`config.mk`:
```
export PLATFORM = sky130hd
export DESIGN_NAME = mhpq_cell
export DESIGN_NICKNAME = d
export VERILOG_FILES = /design/src/rtl/mhpq_pkg.sv /design/src/rtl/mhpq_cell.sv
export SDC_FILE = /design/constraint.sdc
export NUM_CORES = 1
export LEC_CHECK = 0
export BUFFER_PORTS_ARGS = -buffer_cell sky130_fd_sc_hd__buf_2
export CORE_UTILIZATION = 49
export CTS_CLUSTER_SIZE = 14
export DETAILED_ROUTE_END_ITERATION = 10
export PLACE_DENSITY = 0.88
export SLEW_MARGIN = 20
export SYNTH_ARGS = -nofsm -noshare
export SYNTH_HDL_FRONTEND = slang
export SYNTH_SLANG_ARGS = --single-unit
```
`constraint.sdc`:
```
create_clock -name clk -period 7.65 [get_ports clk]
set_input_delay 0.3825 -clock clk [delete_from_list [all_inputs] [get_ports clk]]
set_output_delay 0.3825 -clock clk [all_outputs]
set_load 0.005 [all_outputs]
```
`src/rtl/mhpq_pkg.sv`:
```
// ----------------------------------------------------------------------------
// mhpq_pkg
// Types and constants shared by the max-heap priority queue and its cells
// ----------------------------------------------------------------------------
package mhpq_pkg;

    localparam int CAPACITY_DEF = 64;
    localparam int DATA_W       = 32;
    localparam int COUNT_W      = 7;

    typedef enum logic
    {
        OP_INSERT = 1'b0,
        OP_REMOVE = 1'b1
    } opcode_t;

    typedef enum logic [1:0]
    {
        STATUS_DONE  = 2'd0,
        STATUS_FULL  = 2'd1,
        STATUS_EMPTY = 2'd2
    } status_t;

    typedef struct packed
    {
        opcode_t                    opcode;
        logic signed [DATA_W-1:0]   value;
    } item_t;

    typedef struct packed
    {
        logic signed [DATA_W-1:0]   removed_value;
        status_t                    status;
        logic [COUNT_W-1:0]         count;
    } result_t;

    // broadcast to every cell for one transaction
    typedef struct packed
    {
        logic                       ins;
        logic                       rem;
        logic signed [DATA_W-1:0]   value;
    } cell_ctrl_t;

    // what a cell shows its neighbours
    typedef struct packed
    {
        logic                       valid;
        logic signed [DATA_W-1:0]   value;
        logic                       gt;
    } cell_link_t;

endpackage

```
`src/rtl/mhpq_cell.sv`:
```
// ----------------------------------------------------------------------------
// mhpq_cell
// One slot of the sorted row: holds one entry, largest entries towards slot 0
// ----------------------------------------------------------------------------
module mhpq_cell
(
    input  logic                 clk,
    input  logic                 rst_n,
    input  mhpq_pkg::cell_ctrl_t ctrl,
    input  mhpq_pkg::cell_link_t prev,
    input  mhpq_pkg::cell_link_t next,
    output mhpq_pkg::cell_link_t link
);

    logic                               valid_reg;
    logic                               valid_next;
    logic signed [mhpq_pkg::DATA_W-1:0] value_reg;
    logic signed [mhpq_pkg::DATA_W-1:0] value_next;
    logic                               gt;

    // new value belongs at or above this slot
    assign gt = !valid_reg || (ctrl.value > value_reg);

    always_comb
    begin
        valid_next = valid_reg;
        value_next = value_reg;
        if (ctrl.rem)
        begin
            valid_next = next.valid;
            value_next = next.value;
        end
        else if (ctrl.ins)
        begin
            if (prev.gt)
            begin
                valid_next = prev.valid;
                value_next = prev.value;
            end
            else if (gt)
            begin
                valid_next = 1'b1;
                value_next = ctrl.value;
            end
        end
    end

    always_ff @(posedge clk or negedge rst_n)
    begin
        if (!rst_n)
        begin
            valid_reg <= 1'b0;
        end
        else
        begin
            valid_reg <= valid_next;
        end
    end

    always_ff @(posedge clk)
    begin
        value_reg <= value_next;
    end

    assign link.valid = valid_reg;
    assign link.value = value_reg;
    assign link.gt    = gt;

endmodule

```
==> impl_summary.txt <==
----------------------------------------------------
[Synth]
  Flop and latch count out of synthesis ... 33
  Net Count, Synth ... 403
  Share of synthesized area occupied by flip-flops and latches ... approximately two fifths
  Synth async-reset ratio ... 3.030%
  Dominant combinational cell family by area after synthesis ... adder cells
  Area contributors post-synth ... sky130_fd_sc_hd__edfxtp_1, sky130_fd_sc_hd__ha_1, sky130_fd_sc_hd__mux2i_1
  Synth unique cells ... 35
  Most common cell in the netlist ... sky130_fd_sc_hd__nand2_1
  Top cell type by total area after synthesis ... sky130_fd_sc_hd__edfxtp_1
  Synth top area share ... 37.52%
  Number of flops mapped to enable cells by yosys ... 32
  Mux contribution to synthesized area ... 12.51%
  Synthesis warning total ... 0
  Fraction of synthesized cell area in xor and xnor cells ... 0%
  Post-synthesis adder-cell area fraction ... 15.63%
  Fraction of the mapped netlist area in compound gates ... 14.26%
  Syn Area/Cell ... 9.593 um^2
  Instance count of the mapped netlist ... 267
  Post-synth top flop ... sky130_fd_sc_hd__edfxtp_1
  Synth cell count leaders ... sky130_fd_sc_hd__nand2_1, sky130_fd_sc_hd__o21ai_0, sky130_fd_sc_hd__inv_1
  Post-synthesis simple-gate area fraction ... 11.92%
  Netlist area before placement ... 0.002561 mm^2

[Placement]
  Placer Congestion ... just over 0.8
  Setup slack at placement ... roughly 4700 ps
  DPL Wire Length ... 4.747 mm
  IO Port Bufs ... 136

[Detailed routing]
  Number of optimization iterations in the first detailed-route pass ... 4
  Via total after detailed routing ... about 2400
  Post-route antenna net violation count ... 0
  Detail-routed via count per cell ... between 5 and 6
  Starting DRC count in detailed routing ... between 50 and 60
  Final Routed Wirelength ... 6.082 mm
  Per-cell routed wire length ... approximately 13 um
  Number of DRC violations after detailed routing ... 0

[GRT]
  Maximum number of pins on one net before global-route repair ... 69
  Initial antenna violation count ... 0
  Gr ovfl total ... 0
  Via count of the first global-routing pass ... about 2200
  Wire length of the first global-routing pass ... 9.321 mm
  GRT Resource Usage Total ... 22.30%

[Timing]
  Final Hold Vio Count ... 0
  Least setup slack across all paths after layout ... 4803 ps
  Setup repair after global routing missed its margin ... false
  Max frequency ... between 300 and 400 MHz
  Final min period ... 2847 ps
  Transition at the pin with the smallest max-transition slack ... 1019 ps
  Slew headroom ... 32.08%
  Setup clock skew after layout ... 7.431 ps
  Final setup violation count ... 0
  Fraction of the cycle the final worst path needs ... 37.21%
  Final sum of negative setup slack ... 0 ps
  Count of pins over their slew limit ... 0
  Worst hold-check slack ... 313.3 ps

[Setup path]
  Startpoint kind of the worst setup timing path ... flop
  Endpoint type of the worst setup path ... flop
  Top fanout value on the critical path ... 32
  WS Path Type ... reg2reg
  Critical path's largest stage delay ... 750 ps
  Worst endpoint data arrival time ... 2740 ps
  Number of buffers and inverters on the critical path ... 1
  Critical path cell sequence ... inv_1 -> ha_1 -> nand4_1 -> nor4_4 -> and2b_1 -> o31a_2 -> a2111oi_1 -> nor2_4
  Crit path required time ... 7550 ps
  Highest-delay cell along the critical path ... sky130_fd_sc_hd__nor2_4
  Largest delay share family, worst path ... simple AND/OR/NAND/NOR gates

[Pwr]
  Proportion of power drawn by flip-flops and latches ... 45.9%
  Switch Pwr ... 0.0001474 W
  Total power density per cell area ... roughly 150 mW/mm^2
  Final total power ... between 0.0005 and 0.0006 W
  Internal Power ... 0.0003592 W
  Worst vdd rail ir drop ... 0.00009398 V
  Clock network power share ... 23.6%
  Switching part of the total power ... 29.10%
  Static Leakage ... around 1.8 nW
  Relative contribution of combinational cells to total power ... 30.5%

[Status]
  Status ... complete, no violations

[Floorplan]
  Initial cell density of the core ... 52.49%
  Core ar. ... roughly 0.005 mm^2
  Die Span Y ... approximately 74 um
  Full die area ... 0.005520 mm^2
  Number of top-level design ports ... 138
  Die span in x ... 74.30 um
  Site row count ... 25

[Cells and area]
  Number of filler cells placed in the layout ... 393
  Share of layout cells above drive strength 1 ... 37.44%
  ANT cells ... 0
  Area added between synthesis and finish ... 31.17%
  Number of flip-flops under the largest register name ... 32
  Total Nets Final ... ~530

[Worst hold path]
  Type of the worst min-delay path ... in2reg

[Clock tree]
  H-Tree Depth ... 2
  Later-pin clock latency in the skew report ... 280 ps
  Clock root buffer ... sky130_fd_sc_hd__clkbuf_8
  TritonCTS Buffers ... 5
  Post-CTS Setup Repair Bufs ... 0
  CTS clk-pin slew, worst paths ... 60 ps
  Total of cells resized after clock tree synthesis ... 0
  CTS tree ... yes
  Clock buffer depth ... 2
  Number of buffers inserted for hold repair after clock tree synthesis ... 1
  Total number of clock tree sinks ... 33

[Run]
  Max-Cap Viols ... 0

----------------------------------------------------
placed cells by master (no fill, tap or decap), types with 3 or more instances in the layout:
master / instances
sky130_fd_sc_hd__a21oi_1: 13
sky130_fd_sc_hd__buf_2: 136
sky130_fd_sc_hd__clkbuf_8: 5
sky130_fd_sc_hd__edfxtp_1: 32
sky130_fd_sc_hd__ha_1: 32
sky130_fd_sc_hd__inv_1: 33
sky130_fd_sc_hd__mux2i_1: 32
sky130_fd_sc_hd__nand2_1: 38
sky130_fd_sc_hd__nand3_1: 3
sky130_fd_sc_hd__nand4_1: 7
sky130_fd_sc_hd__nor2_1: 4
sky130_fd_sc_hd__o21ai_0: 34
power groups by stage:
stage | Combinational, W | Sequential, W | Clock (W)
after floorplan | 0.0000852 | 0.000239 | 0
after global placement | 0.000149 | 0.000236 | 0
after detailed placement | 0.000155 | 0.000236 | 0
after CTS | 0.000156 | 0.000233 | 0.000123
after global routing | 0.000176 | 0.000235 | 0.000131
final | 0.000154 | 0.000233 | 0.000120
path summary, 6_finish.rpt:
check	start	endpoint	slack, ps	cells past startpoint
hold reg to reg	valid_reg	valid_reg	640	2
hold / removal	next[33]	valid_reg	310	3
setup / recovery	value_reg[27]	value_reg[1]	4800	8
max in group asynchronous	rst_n	valid_reg	7140	2
setup reg to reg	value_reg[27]	value_reg[1]	4800	8
min in group asynchronous	rst_n	valid_reg	420	2
kinds of logic after synthesis:
| logic type | Yosys count |
|---|---|
| flops | 33 |
| buf+inv | 46 |
| simple gates | 62 |
| fa+ha+maj | 32 |
| compound gates | 62 |
| mux | 32 |
per-layer routing:
| metal | part of all wire, % | track usage, % | up-vias |
|---|---|---|---|
| met1 | 43 | 24.87 | 1062 |
| met2 | 51 | 41.92 | 83 |
| met5 | 0 | 0 | - |
| met3 | 5.6 | 5.827 | 6 |
| met4 | 0.90 | 5.870 | 0 |
| li1 | - | - | 1216 |
stage by stage:
step,std cells,util (%),cell area (um^2)
after floorplan,267,-,2561
after global routing,465,68.85,3359
final,465,68.85,3359
after CTS,465,68.85,3359
after detailed placement,457,67.08,3273
after global placement,457,67.08,3273
worst reg2reg max path: stages (launching register included):
cell,delay [ps]
sky130_fd_sc_hd__edfxtp_1,350
sky130_fd_sc_hd__inv_1,50
sky130_fd_sc_hd__ha_1,300
sky130_fd_sc_hd__nand4_1,220
sky130_fd_sc_hd__nor4_4,390
sky130_fd_sc_hd__and2b_1,170
sky130_fd_sc_hd__o31a_2,150
sky130_fd_sc_hd__a2111oi_1,80
sky130_fd_sc_hd__nor2_4,750
final cells by class:
| type | instances | area (um^2) | share of cell area (%) |
|---|---|---|---|
| Timing Repair Buffer | 137 | 690.7 | 20.56 |
| Inverter | 33 | 123.9 | 3.687 |
| Clock inverter | 1 | 3.754 | 0.1117 |
| Clock buffer | 6 | 72.57 | 2.160 |
| Tap cell | 67 | 83.83 | 2.495 |
| Sequential cell | 33 | 985.9 | 29.35 |
| Multi-Input combinational cell | 188 | 1399 | 41.64 |
No activity file was read; power rests on OpenSTA's default activity.
